## src/sbpa_pkg.sv

```systemverilog
// Package for the sparse bivariate polynomial adder.
// Holds the field widths, the operation codes and the command type passed from front to back.
// No dependencies.
package sbpa_pkg;

  localparam int COEF_W = 16;
  localparam int POW_W  = 8;
  localparam int KEY_W  = 2 * POW_W;
  localparam int ENTRY_W = COEF_W + KEY_W;
  localparam int SUM_W  = 24;

  localparam int MAX_TERMS_DEF = 32;

  // Command queue between the front and the back; the depth must be a power of two.
  localparam int QUEUE_DEPTH = 2;
  localparam int QPTR_W = (QUEUE_DEPTH > 1) ? $clog2(QUEUE_DEPTH) : 1;
  localparam int QCNT_W = $clog2(QUEUE_DEPTH + 1);

  typedef enum logic [1:0] {
    OP_LOAD  = 2'd0,
    OP_ADD   = 2'd1,
    OP_FLUSH = 2'd2,
    OP_NONE  = 2'd3
  } op_e;

  typedef enum logic [1:0] {
    ST_IDLE,
    ST_SCAN,
    ST_FINISH
  } back_state_e;

  typedef struct packed {
    op_e                      op;
    logic signed [COEF_W-1:0] coef;
    logic [POW_W-1:0]         power_x;
    logic [POW_W-1:0]         power_y;
  } cmd_t;

  typedef struct packed {
    logic push;
    cmd_t cmd;
  } push_t;

  typedef struct packed {
    logic valid;
    logic full;
  } queue_status_t;

endpackage

```

## src/sparse_bivariate_poly_add.sv

```systemverilog
// Top level of the sparse bivariate polynomial adder.
// Instantiates sbpa_front, sbpa_queue and sbpa_back; depends on sbpa_pkg.
//
// The block adds two sparse polynomials in x and y. A load beat (operation 0) stores one term of
// the second polynomial in a table of MAX_TERMS entries; loads into a full table are dropped. An
// add beat (operation 1) is one term of the first polynomial: its coefficient is summed with every
// stored term of the same x and y powers, those stored coefficients are cleared, and exactly one
// result beat carries the sum and the powers with is_last set. A flush beat (operation 2) sends
// every stored term whose coefficient is still nonzero, in table order, sets is_last on the final
// one and empties the table; if nothing is left it sends one beat with is_empty and is_last set
// and all other fields zero. Operation 3 is accepted and ignored, and loads give no result.
// The front takes a beat whenever the two-entry command queue has room, so up to two beats
// can wait while the back is busy. In the back an add or a flush scans the term table one
// entry per cycle, since the table has a single read port, except while a flush waits for the
// result channel to take a pending term. The table needs no clearing after reset. table_full_o
// is reserved and always low.
module sparse_bivariate_poly_add #(
  parameter int MAX_TERMS = sbpa_pkg::MAX_TERMS_DEF
) (
  input  logic                               clk_i,
  input  logic                               rst_ni,
  input  logic                               in_valid_i,
  output logic                               in_ready_o,
  input  logic [1:0]                         operation_i,
  input  logic signed [sbpa_pkg::COEF_W-1:0] coefficient_i,
  input  logic [sbpa_pkg::POW_W-1:0]         power_x_i,
  input  logic [sbpa_pkg::POW_W-1:0]         power_y_i,
  output logic                               out_valid_o,
  input  logic                               out_ready_i,
  output logic signed [sbpa_pkg::SUM_W-1:0]  sum_coefficient_o,
  output logic [sbpa_pkg::POW_W-1:0]         out_power_x_o,
  output logic [sbpa_pkg::POW_W-1:0]         out_power_y_o,
  output logic                               is_last_o,
  output logic                               is_empty_o,
  output logic                               table_full_o
);
  import sbpa_pkg::*;

  push_t         push;
  queue_status_t q_status;
  cmd_t          head;
  logic          pop;

  // Front: decodes each beat and drops the unused operation code.
  sbpa_front u_front (
    .in_valid_i    (in_valid_i),
    .in_ready_o    (in_ready_o),
    .operation_i   (operation_i),
    .coefficient_i (coefficient_i),
    .power_x_i     (power_x_i),
    .power_y_i     (power_y_i),
    .q_status_i    (q_status),
    .push_o        (push)
  );

  // Queue: lets the front keep taking beats while the back scans the table.
  sbpa_queue u_queue (
    .clk_i    (clk_i),
    .rst_ni   (rst_ni),
    .push_i   (push),
    .pop_i    (pop),
    .head_o   (head),
    .status_o (q_status)
  );

  // Back: term table, scan sequencer and the output register.
  sbpa_back #(
    .MAX_TERMS (MAX_TERMS)
  ) u_back (
    .clk_i             (clk_i),
    .rst_ni            (rst_ni),
    .cmd_i             (head),
    .cmd_valid_i       (q_status.valid),
    .cmd_pop_o         (pop),
    .out_valid_o       (out_valid_o),
    .out_ready_i       (out_ready_i),
    .sum_coefficient_o (sum_coefficient_o),
    .out_power_x_o     (out_power_x_o),
    .out_power_y_o     (out_power_y_o),
    .is_last_o         (is_last_o),
    .is_empty_o        (is_empty_o)
  );

  assign table_full_o = 1'b0;

endmodule

```

## src/sbpa_front.sv

```systemverilog
// Front part of the sparse bivariate polynomial adder: accepts input beats and decodes them.
// Depends on sbpa_pkg.
module sbpa_front (
  input  logic                             in_valid_i,
  output logic                             in_ready_o,
  input  logic [1:0]                       operation_i,
  input  logic signed [sbpa_pkg::COEF_W-1:0] coefficient_i,
  input  logic [sbpa_pkg::POW_W-1:0]       power_x_i,
  input  logic [sbpa_pkg::POW_W-1:0]       power_y_i,
  input  sbpa_pkg::queue_status_t          q_status_i,
  output sbpa_pkg::push_t                  push_o
);
  import sbpa_pkg::*;

  op_e  op;
  logic keep;

  assign op         = op_e'(operation_i);
  assign in_ready_o = !q_status_i.full;

  // Unused operation codes are accepted and dropped here so the back never sees them.
  always_comb begin
    unique case (op)
      OP_LOAD, OP_ADD, OP_FLUSH: keep = 1'b1;
      default:                   keep = 1'b0;
    endcase
  end

  assign push_o.push         = in_valid_i && in_ready_o && keep;
  assign push_o.cmd.op       = op;
  assign push_o.cmd.coef     = coefficient_i;
  assign push_o.cmd.power_x  = power_x_i;
  assign push_o.cmd.power_y  = power_y_i;

endmodule

```

## src/sbpa_queue.sv

```systemverilog
// Short command queue that decouples the front from the back of the polynomial adder.
// Depends on sbpa_pkg.
module sbpa_queue (
  input  logic                    clk_i,
  input  logic                    rst_ni,
  input  sbpa_pkg::push_t         push_i,
  input  logic                    pop_i,
  output sbpa_pkg::cmd_t          head_o,
  output sbpa_pkg::queue_status_t status_o
);
  import sbpa_pkg::*;

  cmd_t              slots_q [QUEUE_DEPTH];
  logic [QPTR_W-1:0] wr_ptr_q, wr_ptr_d;
  logic [QPTR_W-1:0] rd_ptr_q, rd_ptr_d;
  logic [QCNT_W-1:0] fill_q, fill_d;
  logic              do_pop;

  assign status_o.valid = (fill_q != '0);
  assign status_o.full  = (fill_q == QCNT_W'(QUEUE_DEPTH));
  assign head_o         = slots_q[rd_ptr_q];
  assign do_pop         = pop_i && status_o.valid;

  always_comb begin
    wr_ptr_d = wr_ptr_q;
    rd_ptr_d = rd_ptr_q;
    fill_d   = fill_q;
    if (push_i.push) begin
      wr_ptr_d = wr_ptr_q + QPTR_W'(1);
    end
    if (do_pop) begin
      rd_ptr_d = rd_ptr_q + QPTR_W'(1);
    end
    if (push_i.push && !do_pop) begin
      fill_d = fill_q + QCNT_W'(1);
    end else if (!push_i.push && do_pop) begin
      fill_d = fill_q - QCNT_W'(1);
    end
  end

  always_ff @(posedge clk_i or negedge rst_ni) begin
    if (!rst_ni) begin
      wr_ptr_q <= '0;
      rd_ptr_q <= '0;
      fill_q   <= '0;
    end else begin
      wr_ptr_q <= wr_ptr_d;
      rd_ptr_q <= rd_ptr_d;
      fill_q   <= fill_d;
    end
  end

  always_ff @(posedge clk_i) begin
    if (push_i.push) begin
      slots_q[wr_ptr_q] <= push_i.cmd;
    end
  end

endmodule

```

## src/sbpa_back.sv

```systemverilog
// Back part of the polynomial adder: owns the term table and runs loads, adds and flushes.
// Depends on sbpa_pkg.
module sbpa_back #(
  parameter int MAX_TERMS = sbpa_pkg::MAX_TERMS_DEF
) (
  input  logic                             clk_i,
  input  logic                             rst_ni,
  input  sbpa_pkg::cmd_t                   cmd_i,
  input  logic                             cmd_valid_i,
  output logic                             cmd_pop_o,
  output logic                             out_valid_o,
  input  logic                             out_ready_i,
  output logic signed [sbpa_pkg::SUM_W-1:0] sum_coefficient_o,
  output logic [sbpa_pkg::POW_W-1:0]       out_power_x_o,
  output logic [sbpa_pkg::POW_W-1:0]       out_power_y_o,
  output logic                             is_last_o,
  output logic                             is_empty_o
);
  import sbpa_pkg::*;

  localparam int IDX_W = (MAX_TERMS > 1) ? $clog2(MAX_TERMS) : 1;
  localparam int CNT_W = $clog2(MAX_TERMS + 1);

  back_state_e state_q, state_d;

  // Term table: coefficient on top, x power, then y power.
  logic [ENTRY_W-1:0] mem [MAX_TERMS];
  logic [ENTRY_W-1:0] rdata_q;

  logic [CNT_W-1:0]  count_q;
  logic [CNT_W-1:0]  idx_q;
  logic [IDX_W-1:0]  eval_idx_q;
  logic              eval_v_q;
  logic              pend_v_q;
  logic [ENTRY_W-1:0] pend_q;
  op_e               op_q;
  logic [KEY_W-1:0]  key_q;
  logic signed [SUM_W-1:0] sum_q;

  logic               out_v_q;
  logic signed [SUM_W-1:0] out_sum_q;
  logic [POW_W-1:0]   out_px_q, out_py_q;
  logic               out_last_q, out_empty_q;

  logic signed [COEF_W-1:0] ent_coef;
  logic signed [COEF_W-1:0] pend_coef;
  logic [KEY_W-1:0]   ent_key;
  logic               key_match, ent_nz, slot_free, more, stall, scan_done;

  logic               mem_we, rd_en;
  logic [IDX_W-1:0]   mem_waddr;
  logic [ENTRY_W-1:0] mem_wdata;
  logic               emit;
  logic signed [SUM_W-1:0] emit_sum;
  logic [POW_W-1:0]   emit_px, emit_py;
  logic               emit_last, emit_empty;

  assign ent_coef  = rdata_q[ENTRY_W-1:KEY_W];
  assign ent_key   = rdata_q[KEY_W-1:0];
  assign pend_coef = pend_q[ENTRY_W-1:KEY_W];
  assign key_match = (ent_key == key_q);
  assign ent_nz    = (ent_coef != '0);
  assign slot_free = !out_v_q || out_ready_i;
  assign more      = (idx_q < count_q);
  assign scan_done = !eval_v_q && !more;
  // A flush hit with a term already pending needs the output register to move the pending one.
  assign stall     = eval_v_q && (op_q == OP_FLUSH) && ent_nz && pend_v_q && !slot_free;

  always_comb begin
    state_d = state_q;
    unique case (state_q)
      ST_IDLE: begin
        if (cmd_valid_i && (cmd_i.op == OP_ADD || cmd_i.op == OP_FLUSH)) begin
          state_d = ST_SCAN;
        end
      end
      ST_SCAN: begin
        if (scan_done) begin
          state_d = ST_FINISH;
        end
      end
      ST_FINISH: begin
        if (slot_free) begin
          state_d = ST_IDLE;
        end
      end
      default: state_d = ST_IDLE;
    endcase
  end

  always_comb begin
    cmd_pop_o  = 1'b0;
    mem_we     = 1'b0;
    mem_waddr  = count_q[IDX_W-1:0];
    mem_wdata  = {cmd_i.coef, cmd_i.power_x, cmd_i.power_y};
    rd_en      = 1'b0;
    emit       = 1'b0;
    emit_sum   = sum_q;
    emit_px    = key_q[KEY_W-1:POW_W];
    emit_py    = key_q[POW_W-1:0];
    emit_last  = 1'b1;
    emit_empty = 1'b0;
    unique case (state_q)
      ST_IDLE: begin
        cmd_pop_o = cmd_valid_i;
        if (cmd_valid_i && cmd_i.op == OP_LOAD && count_q < CNT_W'(MAX_TERMS)) begin
          mem_we = 1'b1;
        end
      end
      ST_SCAN: begin
        if (!stall) begin
          rd_en = more;
          if (eval_v_q && op_q == OP_ADD && key_match) begin
            mem_we    = 1'b1;
            mem_waddr = eval_idx_q;
            mem_wdata = {{COEF_W{1'b0}}, ent_key};
          end
          if (eval_v_q && op_q == OP_FLUSH && ent_nz && pend_v_q) begin
            emit      = 1'b1;
            emit_sum  = SUM_W'(pend_coef);
            emit_px   = pend_q[KEY_W-1:POW_W];
            emit_py   = pend_q[POW_W-1:0];
            emit_last = 1'b0;
          end
        end
      end
      ST_FINISH: begin
        if (slot_free) begin
          emit = 1'b1;
          if (op_q == OP_FLUSH) begin
            if (pend_v_q) begin
              emit_sum = SUM_W'(pend_coef);
              emit_px  = pend_q[KEY_W-1:POW_W];
              emit_py  = pend_q[POW_W-1:0];
            end else begin
              emit_sum   = '0;
              emit_px    = '0;
              emit_py    = '0;
              emit_empty = 1'b1;
            end
          end
        end
      end
      default: begin
        cmd_pop_o = 1'b0;
      end
    endcase
  end

  // Control state.
  always_ff @(posedge clk_i or negedge rst_ni) begin
    if (!rst_ni) begin
      state_q  <= ST_IDLE;
      count_q  <= '0;
      eval_v_q <= 1'b0;
      pend_v_q <= 1'b0;
      out_v_q  <= 1'b0;
    end else begin
      state_q <= state_d;
      if (emit) begin
        out_v_q <= 1'b1;
      end else if (out_ready_i) begin
        out_v_q <= 1'b0;
      end
      unique case (state_q)
        ST_IDLE: begin
          eval_v_q <= 1'b0;
          pend_v_q <= 1'b0;
          if (mem_we) begin
            count_q <= count_q + CNT_W'(1);
          end
        end
        ST_SCAN: begin
          if (!stall) begin
            eval_v_q <= more;
            if (eval_v_q && op_q == OP_FLUSH && ent_nz) begin
              pend_v_q <= 1'b1;
            end
          end
        end
        ST_FINISH: begin
          if (slot_free && op_q == OP_FLUSH) begin
            count_q <= '0;
          end
        end
        default: begin
          eval_v_q <= 1'b0;
        end
      endcase
    end
  end

  // Datapath registers.
  always_ff @(posedge clk_i) begin
    if (state_q == ST_IDLE && cmd_valid_i) begin
      op_q  <= cmd_i.op;
      key_q <= {cmd_i.power_x, cmd_i.power_y};
      sum_q <= SUM_W'(cmd_i.coef);
      idx_q <= '0;
    end
    if (state_q == ST_SCAN && !stall) begin
      if (eval_v_q && op_q == OP_ADD && key_match) begin
        sum_q <= sum_q + SUM_W'(ent_coef);
      end
      if (eval_v_q && op_q == OP_FLUSH && ent_nz) begin
        pend_q <= rdata_q;
      end
      if (more) begin
        eval_idx_q <= idx_q[IDX_W-1:0];
        idx_q      <= idx_q + CNT_W'(1);
      end
    end
    if (emit) begin
      out_sum_q   <= emit_sum;
      out_px_q    <= emit_px;
      out_py_q    <= emit_py;
      out_last_q  <= emit_last;
      out_empty_q <= emit_empty;
    end
  end

  // Term table, one write and one registered read per cycle.
  always_ff @(posedge clk_i) begin
    if (mem_we) begin
      mem[mem_waddr] <= mem_wdata;
    end
    if (rd_en) begin
      rdata_q <= mem[idx_q[IDX_W-1:0]];
    end
  end

  assign out_valid_o       = out_v_q;
  assign sum_coefficient_o = out_sum_q;
  assign out_power_x_o     = out_px_q;
  assign out_power_y_o     = out_py_q;
  assign is_last_o         = out_last_q;
  assign is_empty_o        = out_empty_q;

endmodule

```

## config.mk

```make
export PLATFORM = sky130hd
export DESIGN_NAME = sparse_bivariate_poly_add
export DESIGN_NICKNAME = d
export VERILOG_FILES = /design/src/sbpa_pkg.sv /design/src/sparse_bivariate_poly_add.sv /design/src/sbpa_front.sv /design/src/sbpa_queue.sv /design/src/sbpa_back.sv
export SDC_FILE = /design/constraint.sdc
export NUM_CORES = 1
export LEC_CHECK = 0
export ABC_CLOCK_PERIOD_IN_PS = 7850
export BUFFER_PORTS_ARGS = -buffer_cell sky130_fd_sc_hd__buf_2
export CORE_MARGIN = 10
export CORE_UTILIZATION = 25
export CTS_BUF_LIST = sky130_fd_sc_hd__clkbuf_16
export CTS_CLUSTER_DIAMETER = 80
export DETAILED_ROUTE_END_ITERATION = 8
export PLACE_DENSITY = 0.41
export RECOVER_POWER = 100
export SLEW_MARGIN = 20
export SYNTH_ARGS = -nofsm -noshare
export SYNTH_HDL_FRONTEND = slang
export SYNTH_SLANG_ARGS = --single-unit
```

## constraint.sdc

```tcl
create_clock -name clk_i -period 7.85 [get_ports clk_i]
set_input_delay 0.3925 -clock clk_i [delete_from_list [all_inputs] [get_ports clk_i]]
set_output_delay 0.3925 -clock clk_i [all_outputs]
set_load 0.005 [all_outputs]
```

==> results_dict.tcl <==
set metrics [dict create \
    status "finished, violations left" \
    violations "max-capacitance violations, max-slew violations" \
    leakagePower_nw 17.98 \
    clk_path_buf_depth 3 \
    antenna_found_initial 28 \
    tightest_slew_ns 3.437 \
    period_needed_ns 5.835 \
    layout_commonest_cell "edfxtp_1" \
    routed_wl_um 143300 \
    cts_tree "built" \
    fp.dieArea_um2 216300 \
    max-cap-violations 47 \
    core.rowCount 163 \
    post-route-period-util_pct 74.33 \
    layout.nets 2582 \
    place_hpwl_um 90570 \
    cp-end-kind "flop" \
    grt.busiest_layer "met1" \
    synth_edf_count 1221 \
    ys_warn_count 0 \
    ios 83 \
    critPathLaunchType "flop" \
    tns_ns 0 \
    path_max_fanout 28 \
    drv_slew 1401 \
    dp.cells 4945 \
    grtUsageMet3_pct 2.132 \
    path_clk_slew_ns 0.06 \
    syn_to_final_growth_pct 17.94 \
    avgSynthCellArea_um2 21.62 \
    syn_nets 2364 \
    synth_flop_cell "edfxtp_1" \
    setup_viol 0 \
    drive_gt1_share_pct 22.25 \
    ir_worst_vdd_mv 0.2682 \
    clk_latency_ns 0.78 \
    max_freq_mhz 171.4 \
    pre_cts_slack_ns 3.102 \
    synth.cell_area_um2 49520 \
    worstSetupPathType "reg -> reg" \
    cts_sinks 1266 \
    cts_buffers 142 \
    hold_class "in -> async" \
    ys_ff_latch 1266 \
    initial_core_util_pct 25.11 \
    ys_types 56 \
    grt_pass1_vias 24353 \
    yosysSeqAreaShare_pct 76.02 \
    final_core_util_pct 29.61 \
    finClkSkew_ns 0.02547 \
    grt_usage_pct 12.92 \
    cts-htree-levels 4 \
    setup_ws_ns 2.015 \
    die_w_um 465.0 \
    grt_pass1_wl_um 198900 \
    met1_usage_pct 19.85 \
    drt-pass1-iter-count 5 \
    power.density_nw_per_um2 370.6 \
    maxSlewHeadroom_pct -129.1 \
    gp_congestion 0.7497 \
    hold_viol 0 \
    drt_iter0_drc 2458 \
    ctsResizeCount 0 \
    syn_inst 2290 \
    cts_setup_buffers 0 \
    grt_max_degree 131 \
    grt-ovfl-total 0 \
    wl_per_cell_um 27.19 \
    via_per_inst 4.591 \
    synthArstFlopShare_pct 1.185 \
    grt_util_met2_pct 18.85 \
    cts_root_buf "clkbuf_16" \
    final_cell_mix "edfxtp_1, mux4_2, clkbuf_16" \
    die_h_um 465.0 \
    final_area_um2 58400 \
    core_region_area_um2 197200 \
    worst_ep_required_time_ns 8.23 \
    port_buffers 81 \
    ant_nets 0 \
    fin_cells 5269 \
    rsz0062_at_grt "false" \
    holdBufCountCts 37 \
    cp.arrival_ns 6.21 \
    fillers 19180 \
    vias 24189 \
    place_area_um2 53630 \
    drc 0 \
]
## worst max-delay path: stages, from the launching register on
cell	delay, ns
edfxtp_1	0.62
nor4_1	0.37
nand4_1	0.27
nand3_1	0.24
o21a_1	0.20
nand3_1	1.10
nor4b_1	0.66
a21oi_1	0.27
nor2_4	0.65
clkbuf_1	1.00
## flip-flops by register name, summed over array words and instances, names as in the netlist, 5 cells and up
register,cells
u_back.mem,1024
u_queue.slots_q,68
u_back.pend_q,32
u_back.rdata_q,32
u_back.sum_coefficient_o,24
u_back.sum_q,24
u_back.key_q,16
u_back.out_power_x_o,8
u_back.out_power_y_o,8
u_back.count_q,6
u_back.idx_q,6
u_back.eval_idx_q,5
## logic make-up after synthesis
group | count (synthesis) | share of synthesized area, %
DFF | 1266 | 76.02
xor gates and xnor gates | 43 | 0.7606
AOI/OAI and AO/OA | 187 | 2.557
adders and majority gates | 36 | 0.9248
other | 1 | 0.007573
and+or+nand+nor | 214 | 2.006
buffers and inverters | 140 | 1.332
muxes | 403 | 16.39
## stage by stage
step           power [mW]  hold slack, ns
2_1_floorplan       12.82         0.09691
3_3_place_gp        15.50          0.3531
3_5_place_dp        15.61          0.3524
4_1_cts             22.02         0.04039
5_1_grt             22.64          0.3430
6_report            21.64          0.3190
## path summary, 6_finish.rpt
check	start	to	slack (ns)	cells past startpoint
max	u_back.rdata_q[31]	u_back.mem[7][7]	2.02	9
min in group clk_i	coefficient_i[13]	u_queue.slots_q[1][29]	0.35	2
max reg2reg	u_back.rdata_q[31]	u_back.mem[7][7]	2.02	9
min reg2reg	u_back.rdata_q[24]	u_back.pend_q[24]	0.49	0
max in group asynchronous	rst_ni	u_queue.rd_ptr_q	6.90	2
min	rst_ni	u_back.out_valid_o	0.32	2
## final cells by class
type                       instances  area, µm²  area share, %
antenna                            9      22.52        0.03857
tap                             2640       3303          5.656
sequential                      1266      37650          64.47
clock buffer                     145       3628          6.213
multi-input combinational        884      11310          19.37
inverter                          28      105.1         0.1800
timing repair buffer             186       1598          2.736
clock inverter                   111      777.0          1.331
## layer usage
layer  share of wire (%)  vias to the layer above
met5                   0                        -
met4                 2.0                        0
met3                 5.2                      159
met2                  44                      721
met1                  49                    13247
li1                    -                    10062
## power breakdown
group | internal, mW | switching [mW]
Sequential | 8.63 | 0.448
Clock | 3.59 | 2.73
Combinational | 2.28 | 3.96
Total | 14.5 | 7.14
## synthesized netlist by cell type (all sizes together), types with 27 or more instances
master     n  area, µm²
nor2      72      270.3
dfxtp     30      600.6
a21oi     27      135.1
a22o      31      271.5
inv       28      105.1
o21ai     54      270.3
nand2     53      198.9
clkbuf    60      225.2
edfxtp  1221      36670
mux2      64      720.7
buf       52      329.1
mux4     320       7207
ha        35      437.9
Power figures use the tool's default switching activity.
